**src/design/ufe_pkg.sv**
```systemverilog
// Shared types, constants and helpers for the URL form encoder.
package ufe_pkg;

  localparam int unsigned QDepth = 2;
  localparam int unsigned QPtrW  = $clog2(QDepth);
  localparam int unsigned QCntW  = $clog2(QDepth + 1);

  localparam logic [6:0]  CharPct   = 7'h25;
  localparam logic [6:0]  CharPlus  = 7'h2B;
  localparam logic [15:0] CodeSpace = 16'h0020;
  localparam logic [15:0] MaxOneByte = 16'h007F;
  localparam logic [15:0] MaxTwoByte = 16'h07FF;
  localparam logic [7:0]  LeadTwo   = 8'hC0;
  localparam logic [7:0]  LeadThree = 8'hE0;
  localparam logic [7:0]  ContByte  = 8'h80;

  typedef enum logic {
    KIND_LITERAL,
    KIND_ESCAPE
  } kind_e;

  typedef enum logic [1:0] {
    POS_PCT,
    POS_HI,
    POS_LO
  } pos_e;

  // One classified character. A literal keeps its output character in byte0.
  typedef struct packed {
    kind_e      kind;
    logic [1:0] last_idx;
    logic [7:0] byte2;
    logic [7:0] byte1;
    logic [7:0] byte0;
  } entry_t;

  function automatic logic [6:0] hex_digit(input logic [3:0] nib);
    logic [6:0] res;
    if (nib < 4'd10) begin
      res = 7'h30 + {3'b000, nib};
    end else begin
      res = 7'h57 + {3'b000, nib};
    end
    return res;
  endfunction

endpackage

```
**src/design/url_form_encoder.sv**
```systemverilog
// Top level of the URL form encoder: front classifier, queue and character sequencer.
//
// The slave channel takes one 16-bit character code per request. The master
// channel returns its URL form-encoded text as 7-bit ASCII characters, one per
// request, with tlast on the final character for that code. Letters, digits
// and the unreserved marks give one character, space gives '+', other codes
// give one, two or three "%xx" triplets of their UTF-8 bytes (3, 6 or 9
// characters, lowercase hex).
// A taken code is first written into the queue; the back end then loads its
// first character into the output register. While the master side is ready,
// the back end emits one character per cycle and single-character codes stream
// at one per cycle. A two-entry queue lets the front accept codes while the
// back drains an escape; tready drops only when that queue is full.
// A stall on the master side holds the output register; the queue then fills
// and back-pressures the slave side. Reset empties the queue and the output
// register and restarts the character sequencer.
module url_form_encoder (
  input  logic        clk_i,
  input  logic        rst_ni,
  input  logic        s_axis_tvalid_i,
  output logic        s_axis_tready_o,
  input  logic [15:0] s_axis_tdata_i,   // [15:0] char_code
  output logic        m_axis_tvalid_o,
  input  logic        m_axis_tready_i,
  output logic [7:0]  m_axis_tdata_o,   // [6:0] out_char, [7] zero
  output logic        m_axis_tlast_o
);

  ufe_pkg::entry_t front_entry;
  ufe_pkg::entry_t head_entry;
  logic            q_full;
  logic            head_valid;
  logic            pop;
  logic [6:0]      out_char;

  ufe_front u_front (
    .char_code_i (s_axis_tdata_i),
    .entry_o     (front_entry)
  );

  ufe_queue u_queue (
    .clk_i        (clk_i),
    .rst_ni       (rst_ni),
    .push_i       (s_axis_tvalid_i),
    .push_entry_i (front_entry),
    .full_o       (q_full),
    .pop_i        (pop),
    .head_valid_o (head_valid),
    .head_entry_o (head_entry)
  );

  ufe_back u_back (
    .clk_i        (clk_i),
    .rst_ni       (rst_ni),
    .head_valid_i (head_valid),
    .head_entry_i (head_entry),
    .pop_o        (pop),
    .out_valid_o  (m_axis_tvalid_o),
    .out_ready_i  (m_axis_tready_i),
    .out_char_o   (out_char),
    .out_last_o   (m_axis_tlast_o)
  );

  assign s_axis_tready_o = !q_full;
  assign m_axis_tdata_o  = {1'b0, out_char};

endmodule

```
**src/design/ufe_front.sv**
```systemverilog
// Front end: classifies one character code into a literal or a run of UTF-8 bytes.
module ufe_front (
  input  logic [15:0]     char_code_i,
  output ufe_pkg::entry_t entry_o
);

  logic pass;

  always_comb begin
    pass = (char_code_i inside {[16'h0041:16'h005A], [16'h0061:16'h007A],
                                [16'h0030:16'h0039]}) ||
           (char_code_i inside {16'h002D, 16'h005F, 16'h002E, 16'h0021, 16'h007E,
                                16'h002A, 16'h0027, 16'h0028, 16'h0029});
  end

  always_comb begin
    entry_o = '0;
    if (pass) begin
      entry_o.kind  = ufe_pkg::KIND_LITERAL;
      entry_o.byte0 = {1'b0, char_code_i[6:0]};
    end else if (char_code_i == ufe_pkg::CodeSpace) begin
      entry_o.kind  = ufe_pkg::KIND_LITERAL;
      entry_o.byte0 = {1'b0, ufe_pkg::CharPlus};
    end else if (char_code_i <= ufe_pkg::MaxOneByte) begin
      entry_o.kind     = ufe_pkg::KIND_ESCAPE;
      entry_o.last_idx = 2'd0;
      entry_o.byte0    = char_code_i[7:0];
    end else if (char_code_i <= ufe_pkg::MaxTwoByte) begin
      entry_o.kind     = ufe_pkg::KIND_ESCAPE;
      entry_o.last_idx = 2'd1;
      entry_o.byte0    = ufe_pkg::LeadTwo | {3'b000, char_code_i[10:6]};
      entry_o.byte1    = ufe_pkg::ContByte | {2'b00, char_code_i[5:0]};
    end else begin
      entry_o.kind     = ufe_pkg::KIND_ESCAPE;
      entry_o.last_idx = 2'd2;
      entry_o.byte0    = ufe_pkg::LeadThree | {4'h0, char_code_i[15:12]};
      entry_o.byte1    = ufe_pkg::ContByte | {2'b00, char_code_i[11:6]};
      entry_o.byte2    = ufe_pkg::ContByte | {2'b00, char_code_i[5:0]};
    end
  end

endmodule

```
**src/design/ufe_queue.sv**
```systemverilog
// Short queue of classified characters between the front and back ends.
module ufe_queue (
  input  logic            clk_i,
  input  logic            rst_ni,
  input  logic            push_i,
  input  ufe_pkg::entry_t push_entry_i,
  output logic            full_o,
  input  logic            pop_i,
  output logic            head_valid_o,
  output ufe_pkg::entry_t head_entry_o
);

  ufe_pkg::entry_t                 mem_q [ufe_pkg::QDepth];
  logic [ufe_pkg::QPtrW-1:0]       wr_ptr_q, wr_ptr_d;
  logic [ufe_pkg::QPtrW-1:0]       rd_ptr_q, rd_ptr_d;
  logic [ufe_pkg::QCntW-1:0]       count_q, count_d;
  logic                            do_push, do_pop;

  localparam logic [ufe_pkg::QCntW-1:0] Depth = ufe_pkg::QCntW'(ufe_pkg::QDepth);
  localparam logic [ufe_pkg::QPtrW-1:0] LastPtr = ufe_pkg::QPtrW'(ufe_pkg::QDepth - 1);

  assign full_o       = (count_q == Depth);
  assign head_valid_o = (count_q != '0);
  assign head_entry_o = mem_q[rd_ptr_q];
  assign do_push      = push_i && !full_o;
  assign do_pop       = pop_i && head_valid_o;

  always_comb begin
    wr_ptr_d = wr_ptr_q;
    rd_ptr_d = rd_ptr_q;
    count_d  = count_q;
    if (do_push) begin
      wr_ptr_d = (wr_ptr_q == LastPtr) ? '0 : wr_ptr_q + 1'b1;
    end
    if (do_pop) begin
      rd_ptr_d = (rd_ptr_q == LastPtr) ? '0 : rd_ptr_q + 1'b1;
    end
    if (do_push && !do_pop) begin
      count_d = count_q + 1'b1;
    end else if (do_pop && !do_push) begin
      count_d = count_q - 1'b1;
    end
  end

  always_ff @(posedge clk_i or negedge rst_ni) begin
    if (!rst_ni) begin
      wr_ptr_q <= '0;
      rd_ptr_q <= '0;
      count_q  <= '0;
    end else begin
      wr_ptr_q <= wr_ptr_d;
      rd_ptr_q <= rd_ptr_d;
      count_q  <= count_d;
    end
  end

  always_ff @(posedge clk_i) begin
    if (do_push) begin
      mem_q[wr_ptr_q] <= push_entry_i;
    end
  end

`ifndef SYNTHESIS
  a_count_bound: assert property (@(posedge clk_i) disable iff (!rst_ni)
    count_q <= Depth)
    else $error("queue count exceeds depth");

  a_ptr_gap: assert property (@(posedge clk_i) disable iff (!rst_ni)
    (count_q == '0 || count_q == Depth) |-> (wr_ptr_q == rd_ptr_q))
    else $error("queue pointers disagree with count");
`endif

endmodule

```
**src/design/ufe_back.sv**
```systemverilog
// Back end: walks one queued entry and emits its characters into an output register.
module ufe_back (
  input  logic            clk_i,
  input  logic            rst_ni,
  input  logic            head_valid_i,
  input  ufe_pkg::entry_t head_entry_i,
  output logic            pop_o,
  output logic            out_valid_o,
  input  logic            out_ready_i,
  output logic [6:0]      out_char_o,
  output logic            out_last_o
);

  ufe_pkg::pos_e pos_q, pos_d;
  logic [1:0]    byte_q, byte_d;
  logic          out_valid_q, out_valid_d;
  logic [6:0]    out_char_q, out_char_d;
  logic          out_last_q, out_last_d;
  logic          adv;
  logic          is_last;
  logic [7:0]    cur_byte;
  logic [6:0]    cur_char;

  assign adv = head_valid_i && (!out_valid_q || out_ready_i);

  always_comb begin
    case (byte_q)
      2'd0:    cur_byte = head_entry_i.byte0;
      2'd1:    cur_byte = head_entry_i.byte1;
      default: cur_byte = head_entry_i.byte2;
    endcase
  end

  always_comb begin
    if (head_entry_i.kind == ufe_pkg::KIND_LITERAL) begin
      cur_char = head_entry_i.byte0[6:0];
      is_last  = 1'b1;
    end else begin
      case (pos_q)
        ufe_pkg::POS_PCT: cur_char = ufe_pkg::CharPct;
        ufe_pkg::POS_HI:  cur_char = ufe_pkg::hex_digit(cur_byte[7:4]);
        default:          cur_char = ufe_pkg::hex_digit(cur_byte[3:0]);
      endcase
      is_last = (pos_q == ufe_pkg::POS_LO) && (byte_q == head_entry_i.last_idx);
    end
  end

  always_comb begin
    pos_d       = pos_q;
    byte_d      = byte_q;
    out_valid_d = out_valid_q;
    out_char_d  = out_char_q;
    out_last_d  = out_last_q;
    if (out_ready_i) begin
      out_valid_d = 1'b0;
    end
    if (adv) begin
      out_valid_d = 1'b1;
      out_char_d  = cur_char;
      out_last_d  = is_last;
      if (is_last) begin
        pos_d  = ufe_pkg::POS_PCT;
        byte_d = 2'd0;
      end else if (pos_q == ufe_pkg::POS_LO) begin
        pos_d  = ufe_pkg::POS_PCT;
        byte_d = byte_q + 2'd1;
      end else if (pos_q == ufe_pkg::POS_PCT) begin
        pos_d = ufe_pkg::POS_HI;
      end else begin
        pos_d = ufe_pkg::POS_LO;
      end
    end
  end

  always_ff @(posedge clk_i or negedge rst_ni) begin
    if (!rst_ni) begin
      pos_q       <= ufe_pkg::POS_PCT;
      byte_q      <= 2'd0;
      out_valid_q <= 1'b0;
    end else begin
      pos_q       <= pos_d;
      byte_q      <= byte_d;
      out_valid_q <= out_valid_d;
    end
  end

  always_ff @(posedge clk_i) begin
    out_char_q <= out_char_d;
    out_last_q <= out_last_d;
  end

  assign pop_o       = adv && is_last;
  assign out_valid_o = out_valid_q;
  assign out_char_o  = out_char_q;
  assign out_last_o  = out_last_q;

`ifndef SYNTHESIS
  a_restart: assert property (@(posedge clk_i) disable iff (!rst_ni)
    pop_o |=> (pos_q == ufe_pkg::POS_PCT) && (byte_q == 2'd0))
    else $error("sequencer did not restart after the final character");

  a_byte_range: assert property (@(posedge clk_i) disable iff (!rst_ni)
    (head_valid_i && head_entry_i.kind == ufe_pkg::KIND_ESCAPE)
      |-> (byte_q <= head_entry_i.last_idx))
    else $error("byte index ran past the last byte of the entry");
`endif

endmodule

```
**config.mk**
```make
export PLATFORM = sky130hd
export DESIGN_NAME = url_form_encoder
export DESIGN_NICKNAME = d
export VERILOG_FILES = /design/src/design/ufe_pkg.sv /design/src/design/url_form_encoder.sv /design/src/design/ufe_front.sv /design/src/design/ufe_queue.sv /design/src/design/ufe_back.sv
export SDC_FILE = /design/constraint.sdc
export NUM_CORES = 1
export LEC_CHECK = 0
export BUFFER_PORTS_ARGS = -buffer_cell sky130_fd_sc_hd__buf_4
export CAP_MARGIN = 20
export CELL_PAD_IN_SITES_DETAIL_PLACEMENT = 2
export CELL_PAD_IN_SITES_GLOBAL_PLACEMENT = 2
export CORE_ASPECT_RATIO = 2
export CORE_UTILIZATION = 40
export CTS_CLUSTER_SIZE = 24
export DETAILED_ROUTE_END_ITERATION = 10
export HOLD_SLACK_MARGIN = 0.12
export MAX_ROUTING_LAYER = met4
export PLACE_DENSITY = 0.82
export RECOVER_POWER = 25
export SLEW_MARGIN = 5
export SYNTH_ARGS = -nofsm -noshare
export SYNTH_HDL_FRONTEND = slang
export SYNTH_SLANG_ARGS = --single-unit
```
**constraint.sdc**
```tcl
create_clock -name clk_i -period 3 [get_ports clk_i]
set_input_delay 0.15 -clock clk_i [delete_from_list [all_inputs] [get_ports clk_i]]
set_output_delay 0.15 -clock clk_i [all_outputs]
set_load 0.1 [all_outputs]
```
==> PnR_summary.wiki, run 1 <==
{| class="wikitable"
! Metric !! Value
|-
| Top cells by area, synth || sky130_fd_sc_hd__edfxtp_1 50%, sky130_fd_sc_hd__dfrtp_1 6.7%, sky130_fd_sc_hd__mux2i_1 5.1%, sky130_fd_sc_hd__mux2_2 3.7%, sky130_fd_sc_hd__nand2_1 3.2%
|-
| Number of hold-repair buffers added at the cts stage || 2
|-
| Nets@finish || 349
|-
| Worst path top cell family by delay || simple AND/OR/NAND/NOR gates
|-
| Worst reg-to-reg path cell count || 8
|-
| Fraction of synthesized area in multiplexers || 8.73%
|-
| Post-detail-place hpwl || approximately 7.2 mm
|-
| CTS tree || built
|-
| Register bit total from synthesis || 65
|-
| Worst Hold Endpoint || u_queue.mem_q[0][3]
|-
| Register area share after synthesis || 56.6%
|-
| Antenna-violating nets left || 0
|-
| Weighted congestion reported at the end of routability-driven placement || about 0.85
|-
| Adder-cell area share of the yosys netlist || 2.60%
|-
| Worst-skew pair later-pin latency || 340 ps
|-
| Worst hold slack after final layout || 170 ps
|-
| Core Area || roughly 8200 um^2
|-
| Netlist Area Pre-Place || about 3400 um^2
|-
| Synth Area in Compound Gates || roughly an eighth
|-
| Crit. End Element || register
|-
| Maximum cell stage delay along the critical path || 390 ps
|-
| I/O pin total || 31
|-
| Most common cell on crit path || sky130_fd_sc_hd__ha_1
|-
| Peak Freq || approximately 0.36 GHz
|-
| Final Critical Period || roughly 2800 ps
|-
| Number of slew-limit violations in the final report || 0
|-
| Worst reg-to-reg setup slack || 250 ps
|-
| Worst path buffer plus inverter count || 1
|-
| Resized Gates After CTS || 0
|-
| Worst min-delay path class || input port to register
|-
| Transition time at the pin with the least slew margin || ~1400 ps
|-
| Average cell area after synthesis || ~12 um^2
|-
| Total number of clock tree sinks || 65
|-
| Vias in the first global route || approximately 2,800
|-
| Number of stages on the worst hold path || 3
|-
| Total Routing Usage GR || approximately a quarter
|-
| Total negative slack for setup checks || 0 ps
|-
| Root buffer selected by CTS || sky130_fd_sc_hd__clkbuf_16
|-
| Clock Path Buffers || 2
|-
| Startpoint Class || register
|-
| Fraction of post-synthesis cell area in the top cell type by area || between 40% and 50%
|-
| Number of instances in the placed design || between 400 and 500
|-
| Maximum number of pins on one net before global-route repair || 25
|-
| Signed area change from the synthesized netlist to the final layout || 17.1%
|-
| Post-CTS setup buffers || 0
|-
| Largest clock skew in the final design || 4.85 ps
|-
| Die Footprint || 8810 um^2
|-
| Maximum Capacitance Violations || 0
|-
| Synth Flop Type || sky130_fd_sc_hd__edfxtp_1
|-
| Slowest library cell on the worst path || sky130_fd_sc_hd__dfrtp_1
|-
| Length of the first detailed-routing pass in iterations || 7
|-
| Minimum setup slack in the final design || 250 ps
|-
| Required time of the critical path || about 3200 ps
|-
| Xor and xnor area share after synthesis || around 2.6%
|-
| Post-synth EDFFs || between 50 and 60
|-
| Power density over cell area || 1160 nW/um^2
|-
| Number of standard-cell rows in the floorplan || 47
|-
| Crit path cell chain || inv_1, ha_1, or2_0, o22ai_1, nor2_1, ha_1, or3b_1, a32oi_1
|-
| Fin. Hold Viols || 0
|-
| Number of DRC violations after detailed routing || 2
|-
| Share of the cycle needed by the critical path after routing || about nine tenths
|-
| First-pass GRT wire length || 14.7 mm
|-
| CP arrival || between 2000 and 3000 ps
|-
| Outcome || finished with violations
|-
| Terminus of the critical flop-to-flop path || u_back.out_char_o[1]
|-
| Final setup viols || 0
|-
| Failing checks || design-rule violations
|-
| Number of buffers inserted during clock tree synthesis || 9
|-
| Clock-pin slew of the registers on the worst-case setup and hold paths || about 50 ps
|-
| Via Count || between 2,000 and 2,500
|-
| Unrepaired setup endpoints after global routing || false
|-
| IR Drop Worst-Case VDD || ~0.43 mV
|-
| Post-synth ARST share || 13.8%
|-
| Drt via density || ~5.8
|-
| Routed wire length per instance || between 20 and 25 um
|-
| Number of standard cells in the final layout excluding fillers || around 430
|-
| Number of nets in the synthesized netlist || approximately 310
|-
| Reg2reg start || u_back.byte_q[1]
|-
| Relative max-transition margin || ~4.5%
|-
| CTS H-Tree Depth || 3
|-
| Type of the setup path with the least slack || register to register
|-
| Yosys warning count || 0
|-
| Fill cell total of the finished layout || about 880
|-
| Initial drt markers || 116
|-
| Yosys cell types || 55
|-
| Syn Inst Count || around 290
|-
| Total wirelength of the detailed-routed design || about 9.4 mm
|-
| Worst min-delay path startpoint || s_axis_tdata_i[15]
|-
| Final core occ || between 40 and 50%
|-
| Buffers added on ports || 29
|-
| Cell leakage power || 1.43 nW
|-
| GRT Residual Overflow || 0
|-
| Main combinational cell family by area after synthesis || simple AND/OR/NAND/NOR gates
|-
| Share of post-route cells with drive strength above 1 || approximately 16%
|-
| Cell type contributing the most total cell area after synthesis || sky130_fd_sc_hd__edfxtp_1
|-
| Antenna diode instance count || 0
|-
| Largest driver fanout on the critical path || 6
|-
| Worst slack at placement || around 290 ps
|-
| Starting Density || roughly two fifths
|-
| Die X-Extent || 66.9 um
|-
| DIE HEIGHT || 132 um
|-
| Antenna violations before repair || 0
|-
| Area share of and/or/nand/nor cells after synthesis || roughly 14%
|}
==> layout by cell type, fill, tap and decap left out, types with 3 or more instances in the layout <==
cell type / count
sky130_fd_sc_hd__a31oi_1: 3
sky130_fd_sc_hd__and2_1: 6
sky130_fd_sc_hd__nor4_1: 4
sky130_fd_sc_hd__buf_4: 22
sky130_fd_sc_hd__edfxtp_1: 56
sky130_fd_sc_hd__nand2_1: 29
sky130_fd_sc_hd__mux2i_1: 17
sky130_fd_sc_hd__o22ai_1: 4
sky130_fd_sc_hd__xnor2_1: 6
sky130_fd_sc_hd__a21o_1: 3
sky130_fd_sc_hd__ha_1: 7
sky130_fd_sc_hd__a22o_1: 5
sky130_fd_sc_hd__nor2_1: 24
sky130_fd_sc_hd__mux2_2: 11
sky130_fd_sc_hd__nand2b_1: 7
sky130_fd_sc_hd__nor3_1: 3
sky130_fd_sc_hd__inv_1: 8
sky130_fd_sc_hd__a21oi_1: 14
sky130_fd_sc_hd__clkbuf_1: 14
sky130_fd_sc_hd__xor2_1: 4
sky130_fd_sc_hd__clkbuf_16: 9
sky130_fd_sc_hd__o21ai_0: 11
sky130_fd_sc_hd__dfrtp_1: 9
sky130_fd_sc_hd__o21ai_1: 3
==> through the flow <==
step / total power, mW / area, um^2
floorplan: 3.01 / 3370
global placement: 3.48 / 3700
detailed placement: 3.60 / 3700
CTS: 4.67 / 4010
global route: 4.82 / 3940
finish: 4.57 / 3940
==> flip-flops by register name (all words and copies together), names as in the netlist <==
signal and cells:
u_back.out_last_o 1, u_queue.count_q 2, u_back.pos_q 2, u_queue.wr_ptr_q 1
u_queue.rd_ptr_q 1, u_queue.mem_q 48, u_back.byte_q 2, u_back.out_valid_o 1
u_back.out_char_o 7
==> routing by layer <==
layer | GRT usage [%] | routed length [um] | up-vias
met2 | 43.3 | 5410 | 70
met1 | 22.2 | 3180 | 1235
met3 | 3.98 | 251 | 31
met5 | - | 0 | -
li1 | - | - | 1137
met4 | 17.3 | 517 | 0
==> worst register-to-register path: stages (launching register included) <==
cell and delay (ps):
sky130_fd_sc_hd__dfrtp_1 390, sky130_fd_sc_hd__inv_1 170, sky130_fd_sc_hd__ha_1 310, sky130_fd_sc_hd__or2_0 380, sky130_fd_sc_hd__o22ai_1 120, sky130_fd_sc_hd__nor2_1 320, sky130_fd_sc_hd__ha_1 300, sky130_fd_sc_hd__or3b_1 380
sky130_fd_sc_hd__a32oi_1 220
==> synth_stat cells, types with 2 or more instances <==
master / n
sky130_fd_sc_hd__edfxtp_1: 56
sky130_fd_sc_hd__nand2_1: 29
sky130_fd_sc_hd__nor2_1: 25
sky130_fd_sc_hd__mux2i_1: 17
sky130_fd_sc_hd__a21oi_1: 14
sky130_fd_sc_hd__mux2_2: 11
sky130_fd_sc_hd__o21ai_0: 11
sky130_fd_sc_hd__clkbuf_1: 10
sky130_fd_sc_hd__dfrtp_1: 9
sky130_fd_sc_hd__inv_1: 8
sky130_fd_sc_hd__ha_1: 7
sky130_fd_sc_hd__nand2b_1: 7
sky130_fd_sc_hd__and2_1: 6
sky130_fd_sc_hd__xnor2_1: 6
sky130_fd_sc_hd__a22o_1: 5
sky130_fd_sc_hd__o22ai_1: 4
sky130_fd_sc_hd__xor2_1: 4
sky130_fd_sc_hd__a21o_1: 3
sky130_fd_sc_hd__a31oi_1: 3
sky130_fd_sc_hd__buf_4: 3
sky130_fd_sc_hd__nor3_1: 3
sky130_fd_sc_hd__nor4_1: 3
sky130_fd_sc_hd__o21ai_1: 3
sky130_fd_sc_hd__a211oi_1: 2
sky130_fd_sc_hd__a221oi_1: 2
sky130_fd_sc_hd__a32oi_1: 2
sky130_fd_sc_hd__nand3_1: 2
sky130_fd_sc_hd__nand3b_1: 2
sky130_fd_sc_hd__nor2b_1: 2
sky130_fd_sc_hd__nor3b_1: 2
sky130_fd_sc_hd__o32ai_1: 2
==> area by class of cell <==
| class | instances | area [um^2] | share of cell area (%) |
|---|---|---|---|
| Multi-Input combinational cell | 200 | 1350 | 34.2 |
| Timing Repair Buffer | 38 | 238 | 6.03 |
| Inverter | 8 | 30.0 | 0.762 |
| Clock buffer | 9 | 225 | 5.71 |
| Tap cell | 98 | 123 | 3.11 |
| Sequential cell | 65 | 1910 | 48.4 |
| Clock inverter | 7 | 71.3 | 1.81 |
==> kinds of logic after synthesis <==
family                     count (synthesis)
AOI/OAI and AO/OA                         61
xor gates and xnor gates                  10
adders and majority gates                  7
buffers and inverters                     22
DFF                                       65
muxes                                     28
other                                      1
and+or+nand+nor                           93
==> how the worst max path moves through the flow <==
stage,from,to,depth (start not counted)
after floorplan,u_queue.count_q[0],u_queue.mem_q[0][0],3
after global placement,u_back.byte_q[0],u_back.out_char_o[6],8
after detailed placement,u_back.byte_q[0],u_back.out_char_o[6],8
after CTS,u_back.byte_q[1],u_back.out_char_o[2],9
after global routing,u_back.byte_q[1],u_back.out_char_o[2],9
final,u_back.byte_q[1],u_back.out_char_o[1],8
==> report_power, final <==
part,internal [mW],switching (mW),total [mW]
Sequential,1.30,0.135,1.43
Clock,0.640,0.398,1.04
Combinational,0.645,1.46,2.10
Power figures use the tool's default switching activity.
==> inputs of run 2 (changes only) <==
--- a/config.mk
+++ b/config.mk
@@ -10,14 +10,15 @@
 export CELL_PAD_IN_SITES_DETAIL_PLACEMENT = 2
 export CELL_PAD_IN_SITES_GLOBAL_PLACEMENT = 2
 export CORE_ASPECT_RATIO = 2
-export CORE_UTILIZATION = 40
+export CORE_UTILIZATION = 42
 export CTS_CLUSTER_SIZE = 24
 export DETAILED_ROUTE_END_ITERATION = 10
 export HOLD_SLACK_MARGIN = 0.12
 export MAX_ROUTING_LAYER = met4
-export PLACE_DENSITY = 0.82
+export PLACE_DENSITY = 0.83
 export RECOVER_POWER = 25
 export SLEW_MARGIN = 5
 export SYNTH_ARGS = -nofsm -noshare
 export SYNTH_HDL_FRONTEND = slang
+export SYNTH_HIERARCHICAL = 1
 export SYNTH_SLANG_ARGS = --single-unit
==> run 2 against run 1 <==
Effect of this change:
- the flow now finishes without violations
- clock skew grew 4.1 ps
- flip-flop and latch count grew 6
- sequential share of layout area grew 0.74 points
- worst setup slack gained 78 ps
- fmax grew 2.9%
- first-iteration DRC count shrank 4.3%
- non-clock buffer count shrank 1
- synthesized cell count grew 0.35%
- count of clock-buffer cells in the layout grew 2
- cell count shrank 0.71%
- wire length grew 0.95%
- utilization grew 1.3 points
- critical path type unchanged
- largest power group unchanged
==> PnR_summary.wiki, run 2 <==
{| class="wikitable"
! Metric !! Value
|-
| Nets@finish || roughly 340
|-
| Clock Path Buffers || 2
|-
| Register bit total from synthesis || a little over 70
|-
| Buffers added on ports || 29
|-
| Clock-pin slew of the registers on the worst-case setup and hold paths || around 60 ps
|-
| Fill cell total of the finished layout || 885
|-
| Fraction of power consumed by the clock network || between 20% and 30%
|-
| Antenna violations before repair || 0
|-
| Cell type contributing the most total cell area after synthesis || sky130_fd_sc_hd__edfxtp_1
|-
| Maximum Capacitance Violations || 0
|-
| List of most frequent post-synthesis cells || 62 x sky130_fd_sc_hd__edfxtp_1, 22 x sky130_fd_sc_hd__nand2_1, 19 x sky130_fd_sc_hd__mux2_4, 17 x sky130_fd_sc_hd__nor2_1
|-
| Total number of clock tree sinks || between 70 and 80
|-
| Core Area || 8650 um^2
|-
| Sequential power share || a little under a third
|-
| Largest clock skew in the final design || between 8 and 9 ps
|-
| Net Sw Power || 2.03 mW
|-
| Number of stages on the worst hold path || 2
|-
| Number of standard cells in the final layout excluding fillers || 422
|-
| Netlist Area Pre-Place || around 3700 um^2
|-
| Outcome || completed
|-
| Type of the setup path with the least slack || register to register
|-
| Post-synth ARST share || between 10 and 15%
|-
| Terminus of the critical flop-to-flop path || u_back/out_char_o[2]
|-
| Most frequently used cell type in the post-synthesis netlist || sky130_fd_sc_hd__edfxtp_1
|-
| Worst Hold Endpoint || u_queue/mem_q[1][4]
|-
| Number of slew-limit violations in the final report || 0
|-
| CP arrival || ~2800 ps
|-
| Top register by number of flip-flops || u_queue/mem_q
|-
| Signed area change from the synthesized netlist to the final layout || 13.8%
|-
| Fraction of post-synthesis cell area in the top cell type by area || approximately 50%
|-
| Unrepaired setup endpoints after global routing || false
|-
| Total negative slack for setup checks || 0 ps
|-
| Routed wire length per instance || about 22 um
|-
| Die Footprint || 9290 um^2
|-
| Met2 track demand over resource in global routing || between 40% and 50%
|-
| Most heavily used metal layer in global routing || met2
|-
| Share of the cycle needed by the critical path after routing || slightly below 90%
|-
| Weighted congestion reported at the end of routability-driven placement || 0.874
|-
| Die X-Extent || between 60 and 70 um
|-
| Number of standard-cell rows in the floorplan || 48
|-
| Initial drt markers || roughly 110
|-
| Final Critical Period || approximately 2700 ps
|-
| Antenna-violating nets left || 0
|-
| GRT Residual Overflow || 0
|-
| Cell leakage power || between 1.5 and 2 nW
|-
| Synth Flop Type || sky130_fd_sc_hd__edfxtp_1
|-
| Worst reg-to-reg path cell count || 9
|-
| Number of DRC violations after detailed routing || 0
|-
| Post-detail-place hpwl || around 6.6 mm
|-
| Worst min-delay path class || input port to register
|-
| Via Count || ~2,400
|-
| Maximum number of pins on one net before global-route repair || 29
|-
| I/O pin total || 31
|-
| Internal power of the cells || roughly 2.9 mW
|-
| Power density over cell area || ~1200 nW/um^2
|-
| Register area share after synthesis || between 50% and 60%
|-
| Resized Gates After CTS || 0
|-
| Starting Density || ~43%
|-
| Max FFs per register || between 50 and 60
|-
| Final core occ || 49.1%
|-
| Part of the total power dissipated in combinational logic || approximately 47%
|-
| Syn Inst Count || around 290
|-
| Startpoint Class || register
|-
| Length of the first detailed-routing pass in iterations || 4
|-
| Yosys warning count || 6
|-
| Transition time at the pin with the least slew margin || ~1200 ps
|-
| Yosys cell types || between 50 and 60
|-
| Worst reg-to-reg setup slack || around 330 ps
|-
| Most common cell after layout, fill and taps aside || sky130_fd_sc_hd__edfxtp_1
|-
| Worst min-delay path startpoint || s_axis_tdata_i[10]
|-
| CTS tree || built
|-
| Crit. End Element || register
|-
| Required time of the critical path || 3080 ps
|-
| Average cell area after synthesis || between 10 and 15 um^2
|-
| CTS H-Tree Depth || 3
|-
| IR Drop Worst-Case VDD || around 0.40 mV
|-
| DIE HEIGHT || around 140 um
|-
| Worst slack at placement || about 410 ps
|-
| GR Layer Usage met1 || between 20% and 30%
|-
| Commonest non-fill, non-tap cells in the layout || 62 x sky130_fd_sc_hd__edfxtp_1, 22 x sky130_fd_sc_hd__nand2_1, 20 x sky130_fd_sc_hd__buf_4, 19 x sky130_fd_sc_hd__mux2_4
|-
| Number of instances in the placed design || a little over 400
|-
| Final setup viols || 0
|-
| Minimum setup slack in the final design || 328 ps
|-
| Reg2reg start || u_back/byte_q[0]
|-
| Largest driver fanout on the critical path || 10
|-
| Sw frac || between 40% and 50%
|-
| Total wirelength of the detailed-routed design || between 9 and 10 mm
|-
| Fin. Hold Viols || 0
|-
| Vias in the first global route || roughly 2,700
|-
| Share of post-route cells with drive strength above 1 || between 20% and 30%
|-
| First-pass GRT wire length || 15.2 mm
|-
| Post-synth EDFFs || 62
|-
| Routing usage on met3 || ~4.2%
|-
| Top cells by area, synth || sky130_fd_sc_hd__edfxtp_1 50%, sky130_fd_sc_hd__mux2_4 7.6%, sky130_fd_sc_hd__dfrtp_1 6.0%, sky130_fd_sc_hd__mux2_2 2.7%, sky130_fd_sc_hd__nand2_1 2.2%
|-
| Drt via density || about 5.7
|-
| Total Routing Usage GR || 23.8%
|-
| Post-CTS setup buffers || 0
|-
| Number of buffers inserted during clock tree synthesis || 9
|-
| Peak Freq || 0.374 GHz
|-
| Overall power of the completed layout || roughly 4.9 mW
|-
| Antenna diode instance count || 0
|-
| Relative max-transition margin || 22.8%
|-
| Worst-skew pair later-pin latency || 330 ps
|-
| Root buffer selected by CTS || sky130_fd_sc_hd__clkbuf_16
|}
[run 2: timing repair]
action                                 CTS  global route
hold buffers                             2             0
setup endpoints to repair                0             0
endpoints found under the hold margin   10             0
[run 2: area by class of cell]
type                       instances  area (um^2)  area share [%]
tap                              100          125            2.94
inverter                          10         37.5           0.883
clock buffer                      11          233            5.48
multi-input combinational        188         1450            34.2
sequential                        71         2090            49.1
timing repair buffer              37          243            5.71
clock inverter                     5         72.6            1.71
[run 2: worst max path at each step]
stage	startpoint	to	slack [ps]	cells after the start
after floorplan	u_queue/rd_ptr_q	u_back/out_char_o[2]	630	10
after global placement	u_back/byte_q[0]	u_back/out_char_o[2]	530	9
after detailed placement	u_queue/rd_ptr_q	u_back/out_char_o[2]	410	9
after CTS	u_back/byte_q[0]	u_back/out_char_o[2]	290	9
after global routing	u_back/byte_q[1]	u_back/out_char_o[2]	180	9
final	u_back/byte_q[0]	u_back/out_char_o[2]	330	9
[run 2: cell families (layout without fill, tap and decap cells)]
group,Yosys count,count (layout),synth area share [%]
xor+xnor,10,10,2.35
mux,29,29,10.6
simple gates,79,79,11.5
other cells,2,3,0.201
compound gates,62,62,12.9
buf+inv,30,63,4.86
fa+ha+maj,5,5,1.68
flops,71,71,55.9
[run 2: power by group through the flow]
stage	Sequential (mW)	Combinational (mW)	Clock, mW
2_1_floorplan	1.91	1.47	0
3_3_place_gp	1.53	2.25	0
3_5_place_dp	1.55	2.34	0
4_1_cts	1.54	2.41	1.12
5_1_grt	1.57	2.49	1.15
6_report	1.54	2.32	1.09
[run 2: critical path: stages (launching register included)]
cell                      delay [ps]
sky130_fd_sc_hd__dfrtp_1         450
sky130_fd_sc_hd__inv_1            80
sky130_fd_sc_hd__ha_1            370
sky130_fd_sc_hd__nor2_4          390
sky130_fd_sc_hd__a21oi_1         210
sky130_fd_sc_hd__ha_1            280
sky130_fd_sc_hd__nand2_1          90
sky130_fd_sc_hd__mux2i_1         180
sky130_fd_sc_hd__a22oi_1          90
sky130_fd_sc_hd__mux2_2          280
[run 2: stage by stage]
stage               hold WS [ps]  instance area, um^2
floorplan                   -146                 3740
global route                 170                 4250
CTS                          154                 4320
detailed placement         -15.6                 4000
finish                       182                 4250
global placement           -17.0                 4000
[run 2: per-layer routing]
| layer | wire, um | up-vias | share of wire (%) |
|---|---|---|---|
| met2 | 5580 | 50 | 59 |
| met4 | 206 | 0 | 2.2 |
| met1 | 3440 | 1246 | 36 |
| met3 | 220 | 14 | 2.3 |
| li1 | - | 1113 | - |
| met5 | 0 | - | 0 |
